`src/rtl/ethernet_header_classifier_defines.svh`:
```
// -----------------------------------------------------------------------------
// Ethernet header classifier assertion macros
// Concurrent assertion wrappers shared by the classifier RTL.
// -----------------------------------------------------------------------------
`ifndef ETHERNET_HEADER_CLASSIFIER_DEFINES_SVH
`define ETHERNET_HEADER_CLASSIFIER_DEFINES_SVH

`ifndef ASSERT_OFF
// Checked on every rising clock edge outside of reset.
`define EHC_ASSERT(label, clk, rst, prop, msg) \
   label: assert property (@(posedge clk) disable iff (rst) prop) else $error(msg);
// Checked on every rising clock edge, reset included.
`define EHC_ASSERT_ALWAYS(label, clk, prop, msg) \
   label: assert property (@(posedge clk) prop) else $error(msg);
`else
`define EHC_ASSERT(label, clk, rst, prop, msg)
`define EHC_ASSERT_ALWAYS(label, clk, prop, msg)
`endif

`endif

```
`src/rtl/ehc_pkg.sv`:
```
// -----------------------------------------------------------------------------
// Ethernet header classifier package
// Constants, class codes and frame record types shared by the classifier.
// -----------------------------------------------------------------------------
`default_nettype none

package ehc_pkg;

   localparam logic [15:0] ETH_HDR_LEN    = 16'd14;
   localparam logic [15:0] ARP_MIN_LEN    = 16'd42;
   localparam logic [15:0] TYPE_IPV4      = 16'h0800;
   localparam logic [15:0] TYPE_ARP       = 16'h0806;
   localparam logic [15:0] WEB_PORT_RESET = 16'd80;
   localparam logic [15:0] OFFSET_MAX     = 16'hFFFF;
   localparam logic [7:0]  PROTO_ICMP     = 8'd1;
   localparam logic [7:0]  PROTO_TCP      = 8'd6;
   localparam logic [7:0]  PROTO_UDP      = 8'd17;

   typedef enum logic [3:0] {
      CLASS_MALFORMED = 4'd0,
      CLASS_UNKNOWN   = 4'd1,
      CLASS_IPV4      = 4'd2,
      CLASS_TCP       = 4'd3,
      CLASS_HTTP      = 4'd4,
      CLASS_UDP       = 4'd5,
      CLASS_ICMP      = 4'd6,
      CLASS_ARP       = 4'd7,
      CLASS_ARP_SHORT = 4'd8
   } ehc_class_type;

   // Per-frame capture state.
   typedef struct packed {
      logic [15:0] byte_offset;
      logic [15:0] ether_kind;
      logic [3:0]  ip_header_words;
      logic [7:0]  ip_protocol;
      logic [47:0] dest_mac;
      logic [47:0] source_mac;
      logic [31:0] source_ip;
      logic [31:0] dest_ip;
      logic [15:0] source_port;
      logic [15:0] dest_port;
      logic [7:0]  flags;
      logic [15:0] sub_type;
   } ehc_frame_type;

   // Handoff from the capture stage to the result stage. On a frame's last
   // beat, frame.byte_offset holds the saturated frame length.
   typedef struct packed {
      logic          load;
      ehc_frame_type frame;
   } ehc_done_type;

   typedef struct packed {
      ehc_class_type frame_class;
      logic [15:0]   frame_length;
      logic [47:0]   dest_mac;
      logic [47:0]   source_mac;
      logic [31:0]   source_ip;
      logic [31:0]   dest_ip;
      logic [15:0]   source_port;
      logic [15:0]   dest_port;
      logic [7:0]    tcp_flag_bits;
      logic [15:0]   sub_type;
   } ehc_result_type;

endpackage

`default_nettype wire

```
`src/rtl/ehc_if.sv`:
```
// -----------------------------------------------------------------------------
// Ethernet header classifier channels
// Valid/ready interfaces for the byte input, the summary output and the CSR.
// -----------------------------------------------------------------------------
`default_nettype none

interface ehc_req_if;
   logic       valid;
   logic       ready;
   logic [7:0] data_byte;
   logic       last_byte;

   modport source (output valid, output data_byte, output last_byte, input ready);
   modport sink   (input valid, input data_byte, input last_byte, output ready);
endinterface

interface ehc_rsp_if;
   logic        valid;
   logic        ready;
   logic [3:0]  frame_class;
   logic [15:0] frame_length;
   logic [47:0] dest_mac;
   logic [47:0] source_mac;
   logic [31:0] source_ip;
   logic [31:0] dest_ip;
   logic [15:0] source_port;
   logic [15:0] dest_port;
   logic [7:0]  tcp_flag_bits;
   logic [15:0] sub_type;

   modport source (
      output valid, output frame_class, output frame_length, output dest_mac,
      output source_mac, output source_ip, output dest_ip, output source_port,
      output dest_port, output tcp_flag_bits, output sub_type, input ready
   );
   modport sink (
      input valid, input frame_class, input frame_length, input dest_mac,
      input source_mac, input source_ip, input dest_ip, input source_port,
      input dest_port, input tcp_flag_bits, input sub_type, output ready
   );
endinterface

interface ehc_csr_if;
   logic        valid;
   logic        ready;
   logic [15:0] web_port;

   modport source (output valid, output web_port, input ready);
   modport sink   (input valid, input web_port, output ready);
endinterface

`default_nettype wire

```
`src/rtl/ehc_capture.sv`:
```
// -----------------------------------------------------------------------------
// Ethernet header classifier capture stage
// Input beat register, byte offset counter and header field capture.
// -----------------------------------------------------------------------------
`default_nettype none

`include "ethernet_header_classifier_defines.svh"

module ehc_capture
   import ehc_pkg::*;
(
   input  logic          clock,
   input  logic          reset,
   ehc_req_if.sink       req_bus,
   input  logic          rsp_free,
   output ehc_done_type  done
);

   logic          s1_valid_ff, s1_valid_in;
   logic [7:0]    s1_byte_ff;
   logic          s1_last_ff;
   ehc_frame_type frame_ff, frame_in;
   ehc_frame_type cap;
   logic          accept;
   logic          advance;
   logic [15:0]   off;
   logic [7:0]    b;
   logic [3:0]    words;
   logic [6:0]    trans;
   logic [15:0]   rel;

   // A last beat can only move on when the result register has room.
   assign advance       = s1_valid_ff && (!s1_last_ff || rsp_free);
   assign req_bus.ready = !s1_valid_ff || advance;
   assign accept        = req_bus.valid && req_bus.ready;

   always_comb begin
      s1_valid_in = s1_valid_ff;
      if (accept) begin
         s1_valid_in = 1'b1;
      end else if (advance) begin
         s1_valid_in = 1'b0;
      end
   end

   always_ff @(posedge clock) begin
      if (reset) begin
         s1_valid_ff <= 1'b0;
      end else begin
         s1_valid_ff <= s1_valid_in;
      end
   end

   always_ff @(posedge clock) begin
      if (accept) begin
         s1_byte_ff <= req_bus.data_byte;
         s1_last_ff <= req_bus.last_byte;
      end
   end

   always_comb begin
      cap   = frame_ff;
      off   = frame_ff.byte_offset;
      b     = s1_byte_ff;
      words = frame_ff.ip_header_words;
      trans = 7'd0;
      rel   = 16'd0;
      if (off < 16'd6) begin
         cap.dest_mac = {frame_ff.dest_mac[39:0], b};
      end else if (off < 16'd12) begin
         cap.source_mac = {frame_ff.source_mac[39:0], b};
      end else if (off < ETH_HDR_LEN) begin
         cap.ether_kind = {frame_ff.ether_kind[7:0], b};
      end else if (frame_ff.ether_kind == TYPE_IPV4) begin
         if (off == ETH_HDR_LEN) begin
            words               = b[3:0];
            cap.ip_header_words = b[3:0];
         end
         // The transport header starts right after the IP header.
         trans = ETH_HDR_LEN[6:0] + {1'b0, words, 2'b00};
         if (off == 16'd23) begin
            cap.ip_protocol = b;
         end
         if (off >= 16'd26 && off < 16'd30) begin
            cap.source_ip = {frame_ff.source_ip[23:0], b};
         end
         if (off >= 16'd30 && off < 16'd34) begin
            cap.dest_ip = {frame_ff.dest_ip[23:0], b};
         end
         if (off >= {9'd0, trans}) begin
            rel = off - {9'd0, trans};
            if (rel < 16'd2) begin
               cap.source_port = {frame_ff.source_port[7:0], b};
            end else if (rel < 16'd4) begin
               cap.dest_port = {frame_ff.dest_port[7:0], b};
            end else if (rel == 16'd13) begin
               cap.flags = b;
            end
            if (rel == 16'd0) begin
               cap.sub_type = {8'd0, b};
            end
         end
      end else if (frame_ff.ether_kind == TYPE_ARP) begin
         if (off == 16'd20 || off == 16'd21) begin
            cap.sub_type = {frame_ff.sub_type[7:0], b};
         end
         if (off >= 16'd28 && off < 16'd32) begin
            cap.source_ip = {frame_ff.source_ip[23:0], b};
         end
         if (off >= 16'd38 && off < ARP_MIN_LEN) begin
            cap.dest_ip = {frame_ff.dest_ip[23:0], b};
         end
      end
      cap.byte_offset = (off != OFFSET_MAX) ? off + 16'd1 : off;
   end

   always_comb begin
      frame_in = frame_ff;
      if (advance) begin
         frame_in = s1_last_ff ? '0 : cap;
      end
   end

   always_ff @(posedge clock) begin
      if (reset) begin
         frame_ff <= '0;
      end else begin
         frame_ff <= frame_in;
      end
   end

   assign done.load  = advance && s1_last_ff;
   assign done.frame = cap;

   `EHC_ASSERT(a_clear_after_last, clock, reset, done.load |=> (frame_ff == '0),
      "frame state not cleared after a last beat")
   `EHC_ASSERT(a_accept_when_full, clock, reset,
      (accept && s1_valid_ff) |-> advance,
      "beat accepted over a held input beat")
   `EHC_ASSERT(a_offset_moves, clock, reset,
      (advance && !s1_last_ff) |=> (frame_ff.byte_offset != 16'd0),
      "byte offset did not advance on a middle beat")

endmodule

`default_nettype wire

```
`src/rtl/ehc_result.sv`:
```
// -----------------------------------------------------------------------------
// Ethernet header classifier result stage
// Frame classification and the registered summary output.
// -----------------------------------------------------------------------------
`default_nettype none

`include "ethernet_header_classifier_defines.svh"

module ehc_result
   import ehc_pkg::*;
(
   input  logic          clock,
   input  logic          reset,
   input  logic [15:0]   web_port,
   input  ehc_done_type  done,
   output logic          rsp_free,
   ehc_rsp_if.source     rsp_bus
);

   logic           rsp_valid_ff, rsp_valid_in;
   ehc_result_type res_ff, res_in;
   ehc_frame_type  f;

   assign f        = done.frame;
   assign rsp_free = !rsp_valid_ff || rsp_bus.ready;

   always_comb begin
      res_in              = '0;
      res_in.frame_class  = CLASS_UNKNOWN;
      res_in.frame_length = f.byte_offset;
      if (f.byte_offset < ETH_HDR_LEN) begin
         res_in.frame_class = CLASS_MALFORMED;
      end else begin
         res_in.dest_mac   = f.dest_mac;
         res_in.source_mac = f.source_mac;
         if (f.ether_kind == TYPE_IPV4) begin
            res_in.source_ip = f.source_ip;
            res_in.dest_ip   = f.dest_ip;
            if (f.ip_protocol == PROTO_TCP) begin
               res_in.source_port   = f.source_port;
               res_in.dest_port     = f.dest_port;
               res_in.tcp_flag_bits = f.flags;
               res_in.frame_class   = (f.source_port == web_port || f.dest_port == web_port)
                                      ? CLASS_HTTP : CLASS_TCP;
            end else if (f.ip_protocol == PROTO_UDP) begin
               res_in.source_port = f.source_port;
               res_in.dest_port   = f.dest_port;
               res_in.frame_class = CLASS_UDP;
            end else if (f.ip_protocol == PROTO_ICMP) begin
               res_in.sub_type    = f.sub_type;
               res_in.frame_class = CLASS_ICMP;
            end else begin
               res_in.frame_class = CLASS_IPV4;
            end
         end else if (f.ether_kind == TYPE_ARP) begin
            if (f.byte_offset >= ARP_MIN_LEN) begin
               res_in.source_ip   = f.source_ip;
               res_in.dest_ip     = f.dest_ip;
               res_in.sub_type    = f.sub_type;
               res_in.frame_class = CLASS_ARP;
            end else begin
               res_in.frame_class = CLASS_ARP_SHORT;
            end
         end
      end
   end

   always_comb begin
      rsp_valid_in = rsp_valid_ff;
      if (done.load) begin
         rsp_valid_in = 1'b1;
      end else if (rsp_bus.ready) begin
         rsp_valid_in = 1'b0;
      end
   end

   always_ff @(posedge clock) begin
      if (reset) begin
         rsp_valid_ff <= 1'b0;
      end else begin
         rsp_valid_ff <= rsp_valid_in;
      end
   end

   always_ff @(posedge clock) begin
      if (done.load) begin
         res_ff <= res_in;
      end
   end

   assign rsp_bus.valid         = rsp_valid_ff;
   assign rsp_bus.frame_class   = res_ff.frame_class;
   assign rsp_bus.frame_length  = res_ff.frame_length;
   assign rsp_bus.dest_mac      = res_ff.dest_mac;
   assign rsp_bus.source_mac    = res_ff.source_mac;
   assign rsp_bus.source_ip     = res_ff.source_ip;
   assign rsp_bus.dest_ip       = res_ff.dest_ip;
   assign rsp_bus.source_port   = res_ff.source_port;
   assign rsp_bus.dest_port     = res_ff.dest_port;
   assign rsp_bus.tcp_flag_bits = res_ff.tcp_flag_bits;
   assign rsp_bus.sub_type      = res_ff.sub_type;

   `EHC_ASSERT(a_load_has_room, clock, reset, done.load |-> rsp_free,
      "summary loaded over an untaken summary")
   `EHC_ASSERT(a_load_shows, clock, reset, done.load |=> rsp_valid_ff,
      "loaded summary not presented")
   `EHC_ASSERT(a_flags_tcp_only, clock, reset,
      (rsp_valid_ff && res_ff.frame_class != CLASS_TCP && res_ff.frame_class != CLASS_HTTP)
      |-> (res_ff.tcp_flag_bits == 8'd0),
      "TCP flags reported for a non-TCP frame")

endmodule

`default_nettype wire

```
`src/rtl/ethernet_header_classifier.sv`:
```
// After a frame's last beat is accepted, its summary is loaded from the input beat
// register into the summary register. Throughput: one byte beat per cycle; the input
// register and the summary register let bytes keep flowing while a summary waits, and
// a last beat stalls only while the previous summary is still untaken. Reset clears the
// frame state, both valid bits and sets web_port to 80.
// -----------------------------------------------------------------------------
// Ethernet header classifier top level
// Parses Ethernet, IPv4 and ARP headers from a byte stream into a frame summary.
// -----------------------------------------------------------------------------
`default_nettype none

module ethernet_header_classifier
   import ehc_pkg::*;
(
   input  logic      clock,
   input  logic      reset,
   ehc_req_if.sink   req_bus,
   ehc_rsp_if.source rsp_bus,
   ehc_csr_if.sink   csr_bus
);

   logic [15:0]  web_port_ff, web_port_in;
   logic         rsp_free;
   ehc_done_type done;

   assign csr_bus.ready = 1'b1;
   assign web_port_in   = csr_bus.valid ? csr_bus.web_port : web_port_ff;

   always_ff @(posedge clock) begin
      if (reset) begin
         web_port_ff <= WEB_PORT_RESET;
      end else begin
         web_port_ff <= web_port_in;
      end
   end

   ehc_capture u_capture (
      .clock    (clock),
      .reset    (reset),
      .req_bus  (req_bus),
      .rsp_free (rsp_free),
      .done     (done)
   );

   ehc_result u_result (
      .clock    (clock),
      .reset    (reset),
      .web_port (web_port_ff),
      .done     (done),
      .rsp_free (rsp_free),
      .rsp_bus  (rsp_bus)
   );

endmodule

`default_nettype wire

```
`src/flat_wrapper.sv`:
```
// flat-port wrapper written by rule: the top's interface ports become plain ports
module ethernet_header_classifier_flat import ehc_pkg::*;
  (clock, reset, req_bus_valid, req_bus_data_byte, req_bus_last_byte, req_bus_ready, rsp_bus_valid, rsp_bus_frame_class, rsp_bus_frame_length, rsp_bus_dest_mac, rsp_bus_source_mac, rsp_bus_source_ip, rsp_bus_dest_ip, rsp_bus_source_port, rsp_bus_dest_port, rsp_bus_tcp_flag_bits, rsp_bus_sub_type, rsp_bus_ready, csr_bus_valid, csr_bus_web_port, csr_bus_ready);
  ehc_req_if req_bus_i ();
  ehc_rsp_if rsp_bus_i ();
  ehc_csr_if csr_bus_i ();
  input  logic clock;
  input  logic reset;
  input wire logic [$bits(req_bus_i.valid)-1:0] req_bus_valid;
  input wire logic [$bits(req_bus_i.data_byte)-1:0] req_bus_data_byte;
  input wire logic [$bits(req_bus_i.last_byte)-1:0] req_bus_last_byte;
  output wire logic [$bits(req_bus_i.ready)-1:0] req_bus_ready;
  output wire logic [$bits(rsp_bus_i.valid)-1:0] rsp_bus_valid;
  output wire logic [$bits(rsp_bus_i.frame_class)-1:0] rsp_bus_frame_class;
  output wire logic [$bits(rsp_bus_i.frame_length)-1:0] rsp_bus_frame_length;
  output wire logic [$bits(rsp_bus_i.dest_mac)-1:0] rsp_bus_dest_mac;
  output wire logic [$bits(rsp_bus_i.source_mac)-1:0] rsp_bus_source_mac;
  output wire logic [$bits(rsp_bus_i.source_ip)-1:0] rsp_bus_source_ip;
  output wire logic [$bits(rsp_bus_i.dest_ip)-1:0] rsp_bus_dest_ip;
  output wire logic [$bits(rsp_bus_i.source_port)-1:0] rsp_bus_source_port;
  output wire logic [$bits(rsp_bus_i.dest_port)-1:0] rsp_bus_dest_port;
  output wire logic [$bits(rsp_bus_i.tcp_flag_bits)-1:0] rsp_bus_tcp_flag_bits;
  output wire logic [$bits(rsp_bus_i.sub_type)-1:0] rsp_bus_sub_type;
  input wire logic [$bits(rsp_bus_i.ready)-1:0] rsp_bus_ready;
  input wire logic [$bits(csr_bus_i.valid)-1:0] csr_bus_valid;
  input wire logic [$bits(csr_bus_i.web_port)-1:0] csr_bus_web_port;
  output wire logic [$bits(csr_bus_i.ready)-1:0] csr_bus_ready;
  assign req_bus_i.valid = req_bus_valid;
  assign req_bus_i.data_byte = req_bus_data_byte;
  assign req_bus_i.last_byte = req_bus_last_byte;
  assign req_bus_ready = req_bus_i.ready;
  assign rsp_bus_valid = rsp_bus_i.valid;
  assign rsp_bus_frame_class = rsp_bus_i.frame_class;
  assign rsp_bus_frame_length = rsp_bus_i.frame_length;
  assign rsp_bus_dest_mac = rsp_bus_i.dest_mac;
  assign rsp_bus_source_mac = rsp_bus_i.source_mac;
  assign rsp_bus_source_ip = rsp_bus_i.source_ip;
  assign rsp_bus_dest_ip = rsp_bus_i.dest_ip;
  assign rsp_bus_source_port = rsp_bus_i.source_port;
  assign rsp_bus_dest_port = rsp_bus_i.dest_port;
  assign rsp_bus_tcp_flag_bits = rsp_bus_i.tcp_flag_bits;
  assign rsp_bus_sub_type = rsp_bus_i.sub_type;
  assign rsp_bus_i.ready = rsp_bus_ready;
  assign csr_bus_i.valid = csr_bus_valid;
  assign csr_bus_i.web_port = csr_bus_web_port;
  assign csr_bus_ready = csr_bus_i.ready;
  ethernet_header_classifier u_core (.clock(clock), .reset(reset), .req_bus(req_bus_i), .rsp_bus(rsp_bus_i), .csr_bus(csr_bus_i));
endmodule
```
`config.mk`:
```
export PLATFORM = sky130hd
export DESIGN_NAME = ethernet_header_classifier_flat
export DESIGN_NICKNAME = d
export VERILOG_FILES = /design/src/rtl/ehc_pkg.sv /design/src/rtl/ehc_if.sv /design/src/rtl/ehc_capture.sv /design/src/rtl/ehc_result.sv /design/src/rtl/ethernet_header_classifier.sv /design/src/flat_wrapper.sv
export VERILOG_INCLUDE_DIRS = /design/src /design/src/rtl
export SDC_FILE = /design/constraint.sdc
export NUM_CORES = 1
export LEC_CHECK = 0
export BUFFER_PORTS_ARGS = -buffer_cell sky130_fd_sc_hd__buf_4
export CORE_UTILIZATION = 30
export DETAILED_ROUTE_END_ITERATION = 8
export PLACE_DENSITY_LB_ADDON = 0.1
export SLEW_MARGIN = 30
export SYNTH_ARGS = -nofsm -noshare
export SYNTH_HDL_FRONTEND = slang
export SYNTH_HIERARCHICAL = 1
export SYNTH_SLANG_ARGS = --single-unit
```
`constraint.sdc`:
```
create_clock -name clock -period 11 [get_ports clock]
set_input_delay 2.2 -clock clock [delete_from_list [all_inputs] [get_ports clock]]
set_output_delay 2.2 -clock clock [all_outputs]
set_load 0.01 [all_outputs]
```
==> run metrics, run 1 <==
pins over their slew limit=0; Worst-Skew Late Latency=0.64 ns; period utilisation layout=66.9%; maximum number of pins on one net before global-route repair=88; Layout Skew=0.0310 ns; Post-Syn Area=23500 sq um; Top Family by Delay on Critical Path=simple AND/OR/NAND/NOR gates; layout cells sized above 1=29.9%; status=completed; VDD IR max=0.0000953 V; Hold WC Path Type=flip-flop to flip-flop; hold depth=2; final core occ=36.8%; yosys warns=6; power per cell area=148 nW/um^2; global-route wire length before repair=104 mm; Initial Utilization=30.3%; CTS tree=built; fmax=136 MHz; remaining antenna violation count=0; Filler Cell Count=7669; Num CTS Buffers=60; Syn Nets=2061; Critical Path RT=11.36 ns; GRT overflow=0; Psw=0.961 mW; final worst setup slack=3.64 ns; core outline area=77600 sq um; Area growth, synth to finish=21.4%; Max H-tree Level=2; register area=12900 sq um; sw frac=22.8%; root buf cell=clkbuf_16; Final Total Pwr=4.22 mW; maximum fanout along the worst path=33; RSZ-0062 raised after global routing=no; post-CTS resize count=0; Core Rows=102; DRT Pass-1 Iters=7; worst path bufs/invs=1; # clock sinks=523; via/cell ratio=4.96; setup_tns=0 ns; Post-CTS Hold Buffers=0; critical path depth=19; die area=79600 sq um; nets=2270; Setup crit end kind=flip-flop; DR iter-0 viols=1057; WHS=0.466 ns; Worst Path Arrival=7.72 ns; vias in the first global route=16.4k; Remaining DRCs=0; Die H=282 um; IO buf count=267; Syn Area/Cell=11.7 sq um; kind of critical path=flip-flop to flip-flop; Multi-input gate area=10000 sq um; Seq pwr share=48.9%; final setup fails=0; DR vias=16.5k; # IOs=269; final WL=69.4 mm; Max Root-Sink Buffers=3; post-CTS setup repair buffer count=0; WL/cell=20.9 um; cell internal pwr=3.26 mW; CP max stage delay=0.72 ns; Comb pwr share=3.2%; Final min period=7.36 ns; gr usage total=17.1%; R2R cell count=19; cells after synthesis=2019; Die Width=282 um; Hold Fails Final Rpt=0; max_slew headroom=39.4%; Post-DP HPWL=44.8 mm; CP cell instances=nor4_1 -> nand4b_1 -> nor3_1 -> mux2i_1 -> a21oi_1 -> xor2_1 -> ha_1 -> a21oi_1 -> a21bo_2 -> a2111oi_0 -> a2111oi_4 -> nand4_1 -> buf_4 -> mux2_2 -> xor2_1 -> nor4_1 -> nand4_1 -> nand3_1 -> nand3_1; initial antenna violation count=2; Worst-Margin Slew=0.908 ns; clock power share=47.9%; startpoint types=flip-flop; gpl congestion=0.813; Max Cap Viol=0; Crit-path slowest cell=nor3_1; Post-Place Worst Slack=3.83 ns; leakage power=12.0 nW; CTS clk-pin slew, worst paths=0.07 ns
[tightest hold or removal path, cell delays in order (launching register included)]
cell and delay (ns):
dfxtp_1 0.33, nand2_1 0.04, o21ai_0 0.06
[power groups by stage]
stage	Sequential, mW	Clock, mW	Combinational, mW
final	2.06	2.02	0.137
after floorplan	2.11	0	0.0689
after detailed placement	2.10	0	0.139
after global routing	2.06	2.16	0.148
after CTS	2.06	2.09	0.140
after global placement	2.10	0	0.138
[final timing paths]
| kind | slack, ns | start | end |
|---|---|---|---|
| setup / recovery | 3.64 | u_core/u_capture/off[8] | u_core/u_result/rsp_bus.frame_class[1] |
| hold / removal | 0.47 | u_core/u_capture/frame_ff[225] | u_core/u_capture/frame_ff[225] |
| setup reg to reg | 3.64 | u_core/u_capture/off[8] | u_core/u_result/rsp_bus.frame_class[1] |
| hold reg to reg | 0.47 | u_core/u_capture/frame_ff[225] | u_core/u_capture/frame_ff[225] |
[placed cells by master (no fill, tap or decap), types with 6 or more instances in the layout]
master	count
nor2b_1	10
clkbuf_8	7
a22oi_1	129
nand2_1	79
clkbuf_1	11
a21oi_1	19
mux2_1	16
and2_2	8
mux2i_1	46
mux2_2	225
nor4_1	18
xnor2_1	13
a21o_1	40
nand4_1	15
nor2_1	165
a22o_1	66
a31o_2	16
o21ai_0	21
or3_1	8
a32oi_1	17
and3_1	24
nor4b_1	18
dfxtp_1	278
buf_4	299
ha_1	11
clkbuf_16	60
xor2_1	37
clkinv_2	15
nand3_1	14
nor3_1	10
inv_1	6
edfxtp_1	245
nand2b_1	6
and2_1	219
[flip-flops by register name, summed over array words and instances, names as in the netlist]
signal                                 count
u_core/u_capture/b                         8
u_core/u_capture/frame_ff                244
u_core/u_capture/off                      16
u_core/u_capture/s1_last_ff                1
u_core/u_capture/s1_valid_ff               1
u_core/u_result/rsp_bus.dest_ip           32
u_core/u_result/rsp_bus.dest_mac          48
u_core/u_result/rsp_bus.dest_port         16
u_core/u_result/rsp_bus.frame_class        4
u_core/u_result/rsp_bus.frame_length      16
u_core/u_result/rsp_bus.source_ip         32
u_core/u_result/rsp_bus.source_mac        48
u_core/u_result/rsp_bus.source_port       16
u_core/u_result/rsp_bus.sub_type          16
u_core/u_result/rsp_bus.tcp_flag_bits      8
u_core/u_result/rsp_bus.valid              1
u_core/web_port_ff                        16
[metrics by stage]
| stage | cells | area [sq um] |
|---|---|---|
| after floorplan | 2019 | 23500 |
| after global placement | 3205 | 26500 |
| after detailed placement | 3206 | 26600 |
| after CTS | 3320 | 28600 |
| after global routing | 3320 | 28600 |
| final | 3323 | 28600 |
[area by class of cell]
type / instances / area share, %
Clock inverter: 36 / 1.26
Tap cell: 1040 / 4.55
Multi-Input combinational cell: 1333 / 35.1
Clock buffer: 78 / 5.73
Timing Repair Buffer: 303 / 8.07
Inverter: 7 / 0.0919
Antenna cell: 3 / 0.0263
Sequential cell: 523 / 45.2
[metal layers]
layer | routed length, um | global-route usage, % | up-vias
met2 | 31700 | 26.9 | 320
met3 | 3340 | 3.44 | 78
met1 | 33100 | 24.0 | 8257
li1 | - | - | 7833
met4 | 1170 | 3.73 | 4
met5 | 27 | 0 | -
(Power assumes the default switching activity.)
==> run 2: changes to the inputs <==
clock period = 7.2 ns   (was 11 ns; I/O delays follow)
==> run 2 against run 1 <==
  * Worst hold slack better by 0.0037 ns
  * Wire length increased by 0.86%
  * Die area is the same
  * Fmax is 10% higher
  * Critical endpoint unchanged
  * Largest cell class unchanged
  * Largest power group unchanged
==> run metrics, run 2 (synthesis gave the netlist of run 1 again) <==
Area growth, synth to finish=21.0%; vias in the first global route=16.3k (-0.22%); Worst Path Arrival=7.04 ns (-0.68 ns); Post-CTS Hold Buffers=0 (unchanged); post-CTS resize count=0 (unchanged); Crit-path slowest cell=a2111oi_0; CTS tree=built; final WL=70.0 mm (+0.86%); Critical Path RT=7.54 ns (-3.82 ns); post-CTS setup repair buffer count=0 (unchanged); CP cell instances=nor4_2 -> nand4b_1 -> nor3_1 -> buf_4 -> mux2i_1 -> a21oi_1 -> xor2_1 -> ha_1 -> a21oi_1 -> a21bo_2 -> a2111oi_0 -> a2111oi_4 -> nand4_1 -> buf_4 -> mux2_2 -> xor2_1 -> nor4_1 -> nand4_1 -> nand3_1 -> nand3_1; Largest Register=u_core/u_capture/frame_ff; gpl congestion=0.819 (+0.65%); CP startpoint=u_core/u_capture/off[8]; HP Start=u_core/u_capture/frame_ff[224]; via/cell ratio=5.01 (+0.96%); DR WL met2=31.9 mm (+0.47%); Max Root-Sink Buffers=3 (unchanged); launch point of the worst reg-to-reg path=u_core/u_capture/off[8]; final core occ=36.7% (-0.11 points); setup_tns=0 ns (unchanged); Remaining DRCs=0 (unchanged); CTS clk-pin slew, worst paths=0.06 ns (about the same); Die Width=282 um (unchanged); initial antenna violation count=5 (+3); Top Family by Delay on Critical Path=simple AND/OR/NAND/NOR gates; Num CTS Buffers=59 (-1.7%); Hold WC Path Type=flip-flop to flip-flop; fmax=149 MHz (+10%); WL/cell=21.1 um (+0.95%); power per cell area=223 nW/um^2 (+51%); Final min period=6.69 ns (-0.671 ns); max_slew headroom=36.5% (-2.9 points); worst path bufs/invs=2 (+1); kind of critical path=flip-flop to flip-flop; met3 wire length=3.78 mm (+13%); period utilisation layout=92.9% (+26 points); DRT Pass-1 Iters=5 (-2); Finished Cell Area=28500 sq um (-0.30%); non-filler cells, final=3320 (-0.090%); VDD IR max=0.000208 V (+120%); IO buf count=267 (unchanged); Core Rows=102 (unchanged); Max H-tree Level=2 (unchanged); final setup fails=0 (unchanged); Worst-Margin Slew=0.952 ns (+0.0436 ns); die area=79600 sq um (unchanged); core outline area=77600 sq um (unchanged); most common cell after layout, fill and taps aside=buf_4; maximum number of pins on one net before global-route repair=101 (+15%); pins over their slew limit=0 (unchanged); remaining antenna violation count=0 (unchanged); Max Cap Viol=0 (unchanged); Initial Utilization=30.3% (unchanged); Layout Skew=0.0364 ns (+0.00534 ns); nets=2270 (unchanged); DR iter-0 viols=1246 (+18%); Hold Fails Final Rpt=0 (unchanged); post-route met1 wirelength=32.9 mm (-0.55%); Die H=282 um (unchanged); gr usage total=17.1% (+0.081 points); uppermost routed layer=met5; Post-DP HPWL=45.2 mm (+0.94%); placed cells=3207 (+0.031%); Worst-Skew Late Latency=0.65 ns (about the same); CP max stage delay=0.75 ns (+0.03 ns); root buf cell=clkbuf_16; Setup crit end kind=flip-flop; DP Area=26600 sq um (unchanged); max reg flops=244 (unchanged); RSZ-0062 raised after global routing=no; global-route wire length before repair=105 mm (+0.55%); layout cells sized above 1=29.3% (-0.60 points); status=completed; startpoint types=flip-flop; # IOs=269 (unchanged); WHS=0.470 ns (+0.00374 ns); leakage power=12.0 nW (-0.55%); maximum fanout along the worst path=33 (unchanged); commonest cells after routing, fill and taps aside=buf_4, dfxtp_1, edfxtp_1, mux2_2, and2_1; # clock sinks=523 (unchanged); GRT overflow=0 (unchanged); DR vias=16.6k (+0.87%)
## run 2: changes by cell type in the layout (fill, tap and decap cells not counted), sizes merged
cell      previous run  this run
inv                 11         8
clkinv              25        23
clkinvlp             2         4
buf                303       304
clkbuf              78        79
diode                3         1
## run 2: final timing paths
| path | end | slack [ns] | depth (start not counted) |
|---|---|---|---|
| max | u_core/u_result/rsp_bus.frame_class[1] | 0.51 | 20 |
| min | u_core/u_capture/frame_ff[224] | 0.47 | 2 |
| max reg2reg | u_core/u_result/rsp_bus.frame_class[1] | 0.51 | 20 |
| min reg2reg | u_core/u_capture/frame_ff[224] | 0.47 | 2 |
## run 2: where the power goes
part | switching, mW | internal, mW | leakage [nW]
logic | 0.154 | 0.0555 | 6.19
registers | 0.0221 | 3.12 | 4.85
clock network | 1.27 | 1.73 | 0.922
## run 2: metal layers
| layer | vias to the layer above | global-route usage [%] |
|---|---|---|
| met2 | 375 | 26.7 |
| met5 | - | 0 |
| li1 | 7831 | - |
| met1 | 8335 | 24.2 |
| met4 | 6 | 4.30 |
| met3 | 88 | 3.42 |
## run 2: through the flow
| step | worst slack [ns] | power [mW] |
|---|---|---|
| 6_report | 0.509 | 6.36 |
| 5_1_grt | 0.0458 | 6.59 |
| 4_1_cts | 0.388 | 6.46 |
| 3_5_place_dp | 0.406 | 3.42 |
| 3_3_place_gp | 0.593 | 3.42 |
| 2_1_floorplan | 1.40 | 3.32 |
## run 2: layout make-up
| type | instances | area, sq um |
|---|---|---|
| Clock buffer | 79 | 1590 |
| Fill cell | 7737 | 49100 |
| Clock inverter | 33 | 325 |
| Timing Repair Buffer | 304 | 2300 |
| Multi-Input combinational cell | 1333 | 10000 |
| Inverter | 7 | 26.3 |
| Tap cell | 1040 | 1300 |
| Sequential cell | 523 | 12900 |
| Antenna cell | 1 | 2.50 |
## run 2: worst min-delay path, cell delays in order (launching register included)
cell and delay [ns]:
dfxtp_1 0.33, nand2_1 0.05, o21ai_0 0.06
